`config.mk`:
```
export PLATFORM = sky130hd
export DESIGN_NAME = lru_page_cache_core_flat
export DESIGN_NICKNAME = d
export VERILOG_FILES = /design/src/hdl/lpc_pkg.sv /design/src/hdl/lpc_if.sv /design/src/hdl/lpc_engine.sv /design/src/hdl/lru_page_cache_core.sv /design/src/flat_wrapper.sv
export SDC_FILE = /design/constraint.sdc
export NUM_CORES = 1
export LEC_CHECK = 0
export BUFFER_PORTS_ARGS = -buffer_cell sky130_fd_sc_hd__clkbuf_2
export CAP_MARGIN = 40
export CORE_MARGIN = 1.5
export CORE_UTILIZATION = 55
export CTS_CLUSTER_SIZE = 40
export DETAILED_ROUTE_END_ITERATION = 6
export PLACE_DENSITY_LB_ADDON = 0.15
export SETUP_SLACK_MARGIN = 0.05
export SLEW_MARGIN = 20
export SYNTH_ARGS = -nofsm -noshare
export SYNTH_HDL_FRONTEND = slang
export SYNTH_HIERARCHICAL = 1
export SYNTH_SLANG_ARGS = --single-unit
export TNS_END_PERCENT = 20
```
`constraint.sdc`:
```
create_clock -name clk -period 12.6 [get_ports clk]
set_input_delay 2.52 -clock clk [delete_from_list [all_inputs] [get_ports clk]]
set_output_delay 2.52 -clock clk [all_outputs]
set_load 0.005 [all_outputs]
```
`src/hdl/lpc_pkg.sv`:
```
// shared types and constants for the lru page cache
// no dependencies; every other file imports this package
package lpc_pkg;

    // storage geometry
    localparam int ENTRIES   = 8;
    localparam int DATA_BITS = 64;

    // fixed field widths
    localparam int MODE_W    = 2;
    localparam int KEY_W     = 32;
    localparam int IN_DATA_W = 64;
    localparam int OUT_W     = 64;
    localparam int CAP_W     = 4;

    // derived widths
    localparam int RANK_W = (ENTRIES > 1) ? $clog2(ENTRIES) : 1;
    localparam int CNT_W  = $clog2(ENTRIES + 1);
    localparam int CMP_W  = 8;

    // capacity after reset
    localparam logic [CAP_W-1:0] CAP_RESET = CAP_W'(8);

    // operation codes
    typedef enum logic [MODE_W-1:0] {
        MODE_ADD      = 2'd0,
        MODE_GET      = 2'd1,
        MODE_REMOVE   = 2'd2,
        MODE_CONTAINS = 2'd3
    } mode_t;

    // request presented to the engine
    typedef struct packed {
        logic                 fire;
        mode_t                mode;
        logic [KEY_W-1:0]     key;
        logic [DATA_BITS-1:0] data;
    } req_t;

    // result computed by the engine
    typedef struct packed {
        logic             hit;
        logic [OUT_W-1:0] data;
    } rsp_t;

    // occupancy status of the entry array
    typedef struct packed {
        logic [ENTRIES-1:0] valid_vec;
        logic [CNT_W-1:0]   count;
    } status_t;

endpackage

```
`src/hdl/lpc_if.sv`:
```
// channel interfaces of the lru page cache: request, response, config write
// depends on lpc_pkg for field widths
interface lpc_req_if
    import lpc_pkg::*;
();
    logic                 valid;
    logic                 ready;
    logic [MODE_W-1:0]    mode;
    logic [KEY_W-1:0]     page_key;
    logic [IN_DATA_W-1:0] page_data;

    modport source (output valid, output mode, output page_key, output page_data, input ready);
    modport sink   (input valid, input mode, input page_key, input page_data, output ready);
endinterface

interface lpc_rsp_if
    import lpc_pkg::*;
();
    logic             valid;
    logic             ready;
    logic             hit;
    logic [OUT_W-1:0] data_out;

    modport source (output valid, output hit, output data_out, input ready);
    modport sink   (input valid, input hit, input data_out, output ready);
endinterface

interface lpc_cfg_if
    import lpc_pkg::*;
();
    logic             valid;
    logic             ready;
    logic [CAP_W-1:0] capacity;

    modport source (output valid, output capacity, input ready);
    modport sink   (input valid, input capacity, output ready);
endinterface

```
`src/hdl/lpc_engine.sv`:
```
// entry array of the lru page cache with combinational lookup and registered recency update
// depends on lpc_pkg
module lpc_engine
    import lpc_pkg::*;
(
    input  logic             clk,
    input  logic             rst_n,
    input  req_t             req,
    input  logic [CAP_W-1:0] capacity,
    output rsp_t             rsp,
    output status_t          status
);

    // entry storage
    logic [ENTRIES-1:0]   valid_reg;
    logic [ENTRIES-1:0]   valid_next;
    logic [CNT_W-1:0]     count_reg;
    logic [CNT_W-1:0]     count_next;
    logic [KEY_W-1:0]     key_reg  [ENTRIES];
    logic [DATA_BITS-1:0] data_reg [ENTRIES];
    logic [RANK_W-1:0]    rank_reg [ENTRIES];
    logic [RANK_W-1:0]    rank_next[ENTRIES];

    // lookup
    logic [ENTRIES-1:0]   hit_vec;
    logic                 hit;
    logic [DATA_BITS-1:0] hit_data;
    logic [RANK_W-1:0]    hit_rank;

    // replacement
    logic [CMP_W-1:0]   cap_ext;
    logic [CMP_W-1:0]   eff_cap;
    logic               evict;
    logic [CNT_W-1:0]   top_cnt;
    logic [RANK_W-1:0]  top_rank;
    logic [ENTRIES-1:0] victim_vec;
    logic [ENTRIES-1:0] free_vec;
    logic [ENTRIES-1:0] slot_vec;

    logic do_add;
    logic do_promote;
    logic do_drop;
    logic do_insert;

    // parallel key compare and one-hot read of the matching entry
    always_comb
    begin
        hit_data = '0;
        hit_rank = '0;
        for (int i = 0; i < ENTRIES; i++)
        begin
            hit_vec[i] = valid_reg[i] && (key_reg[i] == req.key);
            if (hit_vec[i])
            begin
                hit_data = hit_data | data_reg[i];
                hit_rank = hit_rank | rank_reg[i];
            end
        end
        hit = |hit_vec;
    end

    // clamp the capacity and find the least recent entry
    always_comb
    begin
        cap_ext = CMP_W'(capacity);
        if (cap_ext == '0)
            eff_cap = CMP_W'(1);
        else if (cap_ext > CMP_W'(ENTRIES))
            eff_cap = CMP_W'(ENTRIES);
        else
            eff_cap = cap_ext;
        evict    = CMP_W'(count_reg) >= eff_cap;
        top_cnt  = count_reg - CNT_W'(1);
        top_rank = RANK_W'(top_cnt);
        for (int i = 0; i < ENTRIES; i++)
            victim_vec[i] = valid_reg[i] && (rank_reg[i] == top_rank);
        free_vec = ~valid_reg | (evict ? victim_vec : '0);
        slot_vec = free_vec & (~free_vec + ENTRIES'(1));
    end

    // operation decode
    always_comb
    begin
        do_add     = 1'b0;
        do_promote = 1'b0;
        do_drop    = 1'b0;
        unique case (req.mode)
            MODE_ADD:
            begin
                do_add     = req.fire;
                do_promote = req.fire && hit;
            end
            MODE_GET:
            begin
                do_promote = req.fire && hit;
            end
            MODE_REMOVE:
            begin
                do_drop = req.fire && hit;
            end
            default:
            begin
                do_add = 1'b0;
            end
        endcase
        do_insert = do_add && !hit;
    end

    // next valid bits, ranks and count
    always_comb
    begin
        valid_next = valid_reg;
        count_next = count_reg;
        for (int i = 0; i < ENTRIES; i++)
            rank_next[i] = rank_reg[i];
        if (do_promote)
        begin
            for (int i = 0; i < ENTRIES; i++)
            begin
                if (hit_vec[i])
                    rank_next[i] = '0;
                else if (valid_reg[i] && (rank_reg[i] < hit_rank))
                    rank_next[i] = rank_reg[i] + RANK_W'(1);
            end
        end
        else if (do_drop)
        begin
            valid_next = valid_reg & ~hit_vec;
            count_next = count_reg - CNT_W'(1);
            for (int i = 0; i < ENTRIES; i++)
            begin
                if (valid_reg[i] && (rank_reg[i] > hit_rank))
                    rank_next[i] = rank_reg[i] - RANK_W'(1);
            end
        end
        else if (do_insert)
        begin
            // the victim holds the top rank, so no entry moves down on eviction
            valid_next = (valid_reg & ~(evict ? victim_vec : '0)) | slot_vec;
            count_next = evict ? count_reg : count_reg + CNT_W'(1);
            for (int i = 0; i < ENTRIES; i++)
            begin
                if (slot_vec[i])
                    rank_next[i] = '0;
                else if (valid_reg[i])
                    rank_next[i] = rank_reg[i] + RANK_W'(1);
            end
        end
    end

    // control state
    always_ff @(posedge clk or negedge rst_n)
    begin
        if (!rst_n)
        begin
            valid_reg <= '0;
            count_reg <= '0;
        end
        else
        begin
            valid_reg <= valid_next;
            count_reg <= count_next;
        end
    end

    // payload storage, no reset
    always_ff @(posedge clk)
    begin
        for (int i = 0; i < ENTRIES; i++)
        begin
            rank_reg[i] <= rank_next[i];
            if (do_insert && slot_vec[i])
                key_reg[i] <= req.key;
            if ((do_add && hit_vec[i]) || (do_insert && slot_vec[i]))
                data_reg[i] <= req.data;
        end
    end

    // result of this transfer
    always_comb
    begin
        rsp.hit  = hit;
        rsp.data = (req.mode == MODE_GET && hit) ? OUT_W'(hit_data) : '0;
    end

    assign status.valid_vec = valid_reg;
    assign status.count     = count_reg;

endmodule

```
`src/hdl/lru_page_cache_core.sv`:
```
// top level of the lru page cache: input register, engine, result register
// depends on lpc_pkg, lpc_if and lpc_engine
//
// Channels: req (mode, page_key, page_data) in, rsp (hit, data_out) out,
// cfg writes the 4-bit capacity. Each transfer completes when valid and
// ready are both high at a rising edge of clk.
// One result comes back for every request, in order. A request passes
// the input register and then the result register, where rsp.valid rises,
// so the response transfer comes after both at the earliest. Throughput
// is one request per cycle while rsp is not stalled, set by the
// combinational key compare and recency update across all eight entries,
// which the next request sees at once.
// When rsp is stalled, the result register holds, the input register fills
// and then req.ready drops; nothing is lost or repeated.
// Reset (rst_n low, asynchronous) empties the cache and sets capacity to 8.
// cfg.ready is always high; write capacity only while the block is idle.
module lru_page_cache_core
    import lpc_pkg::*;
(
    input  logic      clk,
    input  logic      rst_n,
    lpc_req_if.sink   req,
    lpc_rsp_if.source rsp,
    lpc_cfg_if.sink   cfg
);

    // input register
    logic                 s1_valid_reg;
    logic [MODE_W-1:0]    s1_mode_reg;
    logic [KEY_W-1:0]     s1_key_reg;
    logic [DATA_BITS-1:0] s1_data_reg;

    // result register
    logic             out_valid_reg;
    logic             out_hit_reg;
    logic [OUT_W-1:0] out_data_reg;

    logic [CAP_W-1:0] cap_reg;

    logic    process;
    req_t    eng_req;
    rsp_t    eng_rsp;
    status_t eng_status;

    // the held request executes when the result register can take it
    assign process   = s1_valid_reg && (!out_valid_reg || rsp.ready);
    assign req.ready = !s1_valid_reg || process;
    assign cfg.ready = 1'b1;

    // capacity register
    always_ff @(posedge clk or negedge rst_n)
    begin
        if (!rst_n)
            cap_reg <= CAP_RESET;
        else if (cfg.valid && cfg.ready)
            cap_reg <= cfg.capacity;
    end

    // input register control
    always_ff @(posedge clk or negedge rst_n)
    begin
        if (!rst_n)
            s1_valid_reg <= 1'b0;
        else if (req.valid && req.ready)
            s1_valid_reg <= 1'b1;
        else if (process)
            s1_valid_reg <= 1'b0;
    end

    // input register payload
    always_ff @(posedge clk)
    begin
        if (req.valid && req.ready)
        begin
            s1_mode_reg <= req.mode;
            s1_key_reg  <= req.page_key;
            s1_data_reg <= DATA_BITS'(req.page_data);
        end
    end

    // engine
    always_comb
    begin
        eng_req.fire = process;
        eng_req.mode = mode_t'(s1_mode_reg);
        eng_req.key  = s1_key_reg;
        eng_req.data = s1_data_reg;
    end

    lpc_engine u_engine (
        .clk      (clk),
        .rst_n    (rst_n),
        .req      (eng_req),
        .capacity (cap_reg),
        .rsp      (eng_rsp),
        .status   (eng_status)
    );

    // result register control
    always_ff @(posedge clk or negedge rst_n)
    begin
        if (!rst_n)
            out_valid_reg <= 1'b0;
        else if (process)
            out_valid_reg <= 1'b1;
        else if (rsp.ready)
            out_valid_reg <= 1'b0;
    end

    // result register payload
    always_ff @(posedge clk)
    begin
        if (process)
        begin
            out_hit_reg  <= eng_rsp.hit;
            out_data_reg <= eng_rsp.data;
        end
    end

    assign rsp.valid    = out_valid_reg;
    assign rsp.hit      = out_hit_reg;
    assign rsp.data_out = out_data_reg;

`ifndef SYNTHESIS
    // occupancy count tracks the valid bits
    a_count_matches: assert property (@(posedge clk) disable iff (!rst_n)
        eng_status.count == CNT_W'($countones(eng_status.valid_vec)))
        else $error("valid count differs from number of valid entries");

    // a held request that cannot execute stays held
    a_hold_request: assert property (@(posedge clk) disable iff (!rst_n)
        s1_valid_reg && !process |=> s1_valid_reg)
        else $error("held request lost while result register was busy");

    // data is returned only on a hit
    a_data_on_hit: assert property (@(posedge clk) disable iff (!rst_n)
        out_valid_reg && !out_hit_reg |-> out_data_reg == '0)
        else $error("nonzero data returned on a miss");
`endif

endmodule
```
`src/flat_wrapper.sv`:
```
// flat-port wrapper written by rule: the top's interface ports become plain ports
module lru_page_cache_core_flat import lpc_pkg::*;
  (clk, rst_n, req_valid, req_mode, req_page_key, req_page_data, req_ready, rsp_valid, rsp_hit, rsp_data_out, rsp_ready, cfg_valid, cfg_capacity, cfg_ready);
  lpc_req_if req_i ();
  lpc_rsp_if rsp_i ();
  lpc_cfg_if cfg_i ();
  input  logic clk;
  input  logic rst_n;
  input wire logic [$bits(req_i.valid)-1:0] req_valid;
  input wire logic [$bits(req_i.mode)-1:0] req_mode;
  input wire logic [$bits(req_i.page_key)-1:0] req_page_key;
  input wire logic [$bits(req_i.page_data)-1:0] req_page_data;
  output wire logic [$bits(req_i.ready)-1:0] req_ready;
  output wire logic [$bits(rsp_i.valid)-1:0] rsp_valid;
  output wire logic [$bits(rsp_i.hit)-1:0] rsp_hit;
  output wire logic [$bits(rsp_i.data_out)-1:0] rsp_data_out;
  input wire logic [$bits(rsp_i.ready)-1:0] rsp_ready;
  input wire logic [$bits(cfg_i.valid)-1:0] cfg_valid;
  input wire logic [$bits(cfg_i.capacity)-1:0] cfg_capacity;
  output wire logic [$bits(cfg_i.ready)-1:0] cfg_ready;
  assign req_i.valid = req_valid;
  assign req_i.mode = req_mode;
  assign req_i.page_key = req_page_key;
  assign req_i.page_data = req_page_data;
  assign req_ready = req_i.ready;
  assign rsp_valid = rsp_i.valid;
  assign rsp_hit = rsp_i.hit;
  assign rsp_data_out = rsp_i.data_out;
  assign rsp_i.ready = rsp_ready;
  assign cfg_i.valid = cfg_valid;
  assign cfg_i.capacity = cfg_capacity;
  assign cfg_ready = cfg_i.ready;
  lru_page_cache_core u_core (.clk(clk), .rst_n(rst_n), .req(req_i), .rsp(rsp_i), .cfg(cfg_i));
endmodule
```
==> summary.md <==
| Metric | Value |
|---|---|
| Setup repair after global routing missed its margin | `false` |
| Actual slew at the worst max-slew pin | `between 0.9 and 1 ns` |
| Total congestion overflow | `0` |
| Die Outline Area | `~0.07 mm²` |
| Data required, critical path | `10.08 ns` |
| Max stage delay cell, worst path | `nand3b_4` |
| CP arrival | `around 2.9 ns` |
| Core occupancy in the finished layout | `approximately 64%` |
| Max reg flops | `roughly 500` |
| Vias in the first global route | `roughly 21k` |
| Dominant cells by area after synthesis | `edfxtp_1, xor2_1, a22oi_1` |
| Total Power | `between 7 and 8 mW` |
| Final number of hold-violating endpoints | `0` |
| Dominant cell type by area after synthesis | `edfxtp_1` |
| Result of the run | `complete, no violations` |
| Clock root cell | `clkbuf_16` |
| Critical Path, Cell by Cell | `clkbuf_2 > nand3b_4 > clkbuf_2` |
| Htree depth | `3` |
| Instance area after placement | `0.0407 mm²` |
| Final weighted congestion in routability-driven placement | `~0.85` |
| PwrDens | `171 mW/mm²` |
| Number of sinks handled by clock tree synthesis | `approximately 970` |
| Final Hold Slack | `just under 0.5 ns` |
| Hold Crit Depth | `1` |
| Clock tree from TritonCTS | `done` |
| Reg2reg setup slack | `~7.6 ns` |
| Count of pins on the block boundary | `roughly 180` |
| Drt first pass iters | `6` |
| Number of DRC markers in iteration 0 | `roughly 2.0k` |
| Syn_area_per_cell | `between 15 and 20 µm²` |
| Launching element type of the critical path | `input port` |
| R2R cell count | `14` |
| Largest net degree at the start of global routing | `55` |
| Max-slew violation count | `0` |
| Most used cell along the critical path | `clkbuf_2` |
| Share of flip-flops with an asynchronous set or reset | `about 1.8%` |
| Cts bufs inserted | `96` |
| Layout overhead on the synthesized area | `15.1%` |
| Kind of path behind the tightest hold check | `flip-flop to flip-flop` |
| Standard-cell row count | `between 90 and 100` |
| Number of maximum-capacitance violations | `0` |
| Cell area after technology mapping | `between 0.03 and 0.04 mm²` |
| Total global-route track usage | `around a quarter` |
| Beginning of the worst register-to-register path | `u_core/s1_key_reg[29]$_DFFE_PP_` |
| Final instance area | `approximately 0.044 mm²` |
| Number of distinct library cells after synthesis | `between 60 and 70` |
| Wire length of the first global-routing pass | `roughly 130000 µm` |
| DIE HEIGHT | `267 µm` |
| Antenna violations before repair | `1` |
| CP max FO | `3` |
| Synth Net Count | `approximately 2.4k` |
| Detailed-route wire length per cell | `about 25 µm` |
| Antenna diode count | `0` |
| Number of setup buffers added after CTS | `0` |
| Time the worst path needs with I/O delays and setup | `5.39 ns` |
| Worst slew margin relative to its limit | `around two fifths` |
| Peak supply drop | `roughly 0.13 mV` |
| Total Routed Length | `around 88000 µm` |
| Count of cells resized by post-cts repair | `0` |
| Critical register-to-register path endpoint | `u_core/u_engine/rank_reg[1][5]$_DFFE_PP_` |
| Number of instances in the synthesized netlist | `~2.2k` |
| Post-synth top flop | `edfxtp_1` |
| Yosys top cell area share | `~75%` |
| Clock Skews | `0.0381 ns` |
| Reg clk slew, reported paths | `around 0.060 ns` |
| Period utilization | `a little over two fifths` |
| YS warnings | `6` |
| Maximum clock frequency | `approximately 190 MHz` |
| Count of state elements after synthesis | `between 900 and 1k` |
| EDFF count, synth | `~960` |
| Number of endpoints failing setup at the final stage | `0` |
| Terminating pin of the worst hold path | `u_core/u_engine/count_reg[3]$_DFFE_PN0P_` |
| Fraction of final layout cells with drive strength greater than 1 | `17.7%` |
| # DRC | `0` |
| Count of fill cells added during filler insertion | `about 4.8k` |
| Post-CTS Hold Buffers | `0` |
| Number of nets at the end of the flow | `around 2.6k` |
| Setup crit end kind | `primary output` |
| Leakage component of the power | `~15 nW` |
| Count of port buffers added during placement | `between 150 and 200` |
| Die X-Extent | `~270 µm` |
| Startpoint of the lowest-slack hold path | `u_core/u_engine/count_reg[3]$_DFFE_PN0P_` |
| Final setup TNS | `0 ns` |
| Effective utilization at floorplan | `roughly 56%` |
| Post-route antenna net violation count | `0` |
| Detailed-route vias per instance | `around 6.1` |
| Clk_lat worst skew | `0.68 ns` |
| Via count | `21.1k` |
| Worst Path Class, Setup | `input port to primary output` |
| Longest Clk Path Bufs | `3` |
| Core Box Area | `about 0.069 mm²` |
| Detailed placement HPWL | `50000 µm` |
| Sequential area share after synthesis | `roughly 76%` |
| Maximum single-stage delay on the critical path | `~0.15 ns` |
[power by group]
| group | switching (mW) | internal [mW] | total, mW |
|---|---|---|---|
| clock network | 1.21 | 1.71 | 2.92 |
| logic | 0.467 | 0.257 | 0.724 |
| registers | 0.105 | 3.77 | 3.87 |
| total | 1.79 | 5.74 | 7.52 |
[kinds of logic after synthesis]
kind of cell             Yosys count  synth area share [%]
AO/OA/AOI/OAI                    493                  9.70
XOR/XNOR                         284                  6.60
adder cells (fa/ha/maj)           46                  1.51
buffers and inverters            171                  2.10
flip-flops                       973                  76.2
multiplexers                       9                 0.252
other                              1               0.00981
AND/OR/NAND/NOR                  248                  3.64
[placed cells by master, fill, tap and decap left out, types with 8 or more instances in the layout]
| master | synthesis | routed |
|---|---|---|
| edfxtp_1 | 955 | 955 |
| xor2_1 | 206 | 206 |
| clkbuf_2 | 0 | 174 |
| a22oi_1 | 134 | 134 |
| clkbuf_16 | 0 | 98 |
| a221oi_1 | 84 | 84 |
| xnor2_1 | 75 | 75 |
| a31oi_1 | 71 | 71 |
| a22o_1 | 67 | 67 |
| nand2_1 | 63 | 63 |
| buf_4 | 34 | 57 |
| inv_1 | 53 | 53 |
| nor4_1 | 52 | 52 |
| ha_1 | 46 | 46 |
| a21oi_1 | 37 | 37 |
| nand4_1 | 28 | 28 |
| nor2_1 | 34 | 26 |
| o21ai_0 | 24 | 24 |
| clkinv_2 | 0 | 22 |
| nand2b_1 | 18 | 18 |
| dfrtp_1 | 17 | 17 |
| a41oi_1 | 17 | 17 |
| clkinv_1 | 0 | 15 |
| bufinv_16 | 0 | 13 |
| clkbuf_1 | 48 | 13 |
| nand3_1 | 13 | 13 |
| a21o_1 | 20 | 12 |
| buf_16 | 0 | 11 |
| clkinvlp_4 | 0 | 8 |
| nor2_4 | 0 | 8 |
| a21o_4 | 0 | 8 |
[area by class of cell]
| class | count | area, µm² | share of cell area (%) |
|---|---|---|---|
| tap | 931 | 1160 | 2.65 |
| timing repair buffer | 254 | 1780 | 4.04 |
| clock buffer | 112 | 2510 | 5.72 |
| clock inverter | 66 | 759 | 1.73 |
| sequential | 973 | 29100 | 66.2 |
| multi-input combinational | 1081 | 8460 | 19.2 |
| inverter | 53 | 199 | 0.452 |
[routing by layer]
| metal | global-route usage, % | vias up | wire length, µm |
|---|---|---|---|
| met5 | 0 | - | 0 |
| met4 | 10.2 | 0 | 3060 |
| met3 | 3.87 | 191 | 6020 |
| met2 | 41.3 | 869 | 43500 |
| met1 | 33.2 | 10664 | 35800 |
| li1 | - | 9331 | - |
[per-stage QoR]
stage / std cells / worst slack (ns)
final: 3470 / 7.21
after global routing: 3470 / 7.19
after CTS: 3465 / 7.21
after detailed placement: 3287 / 6.75
after global placement: 3268 / 6.43
after floorplan: 2225 / 4.35
[synthesized netlist by cell type, types with 10 or more instances]
cell type,n
nand3_1,13
dfrtp_1,17
nand2b_1,18
a41oi_1,17
buf_1,10
buf_2,26
nand2_1,63
nand4_1,28
a21o_1,20
a21oi_1,37
inv_1,53
a31oi_1,71
xnor2_1,75
o21ai_0,24
a221oi_1,84
a22o_1,67
nor2_1,34
a22oi_1,134
xor2_1,206
clkbuf_1,48
nor4_1,52
ha_1,46
buf_4,34
edfxtp_1,955
[worst max path at each step]
| stage | cells after the start | end | startpoint |
|---|---|---|---|
| global placement | 9 | u_core/u_engine/data_reg[1][137]$_DFFE_PP_ | rsp_ready |
| detailed placement | 9 | u_core/u_engine/data_reg[1][99]$_DFFE_PP_ | rsp_ready |
| CTS | 3 | req_ready | rsp_ready |
| finish | 3 | req_ready | rsp_ready |
| floorplan | 7 | u_core/u_engine/data_reg[0][0]$_DFFE_PP_ | rsp_ready |
| global route | 3 | req_ready | rsp_ready |
[critical path: cells and delay by family]
| family | cells | cell delay [ns] |
|---|---|---|
| and+or+nand+nor | 1 | 0.15 |
| buffers and inverters | 2 | 0.20 |
No activity file was read; power rests on OpenSTA's default activity.
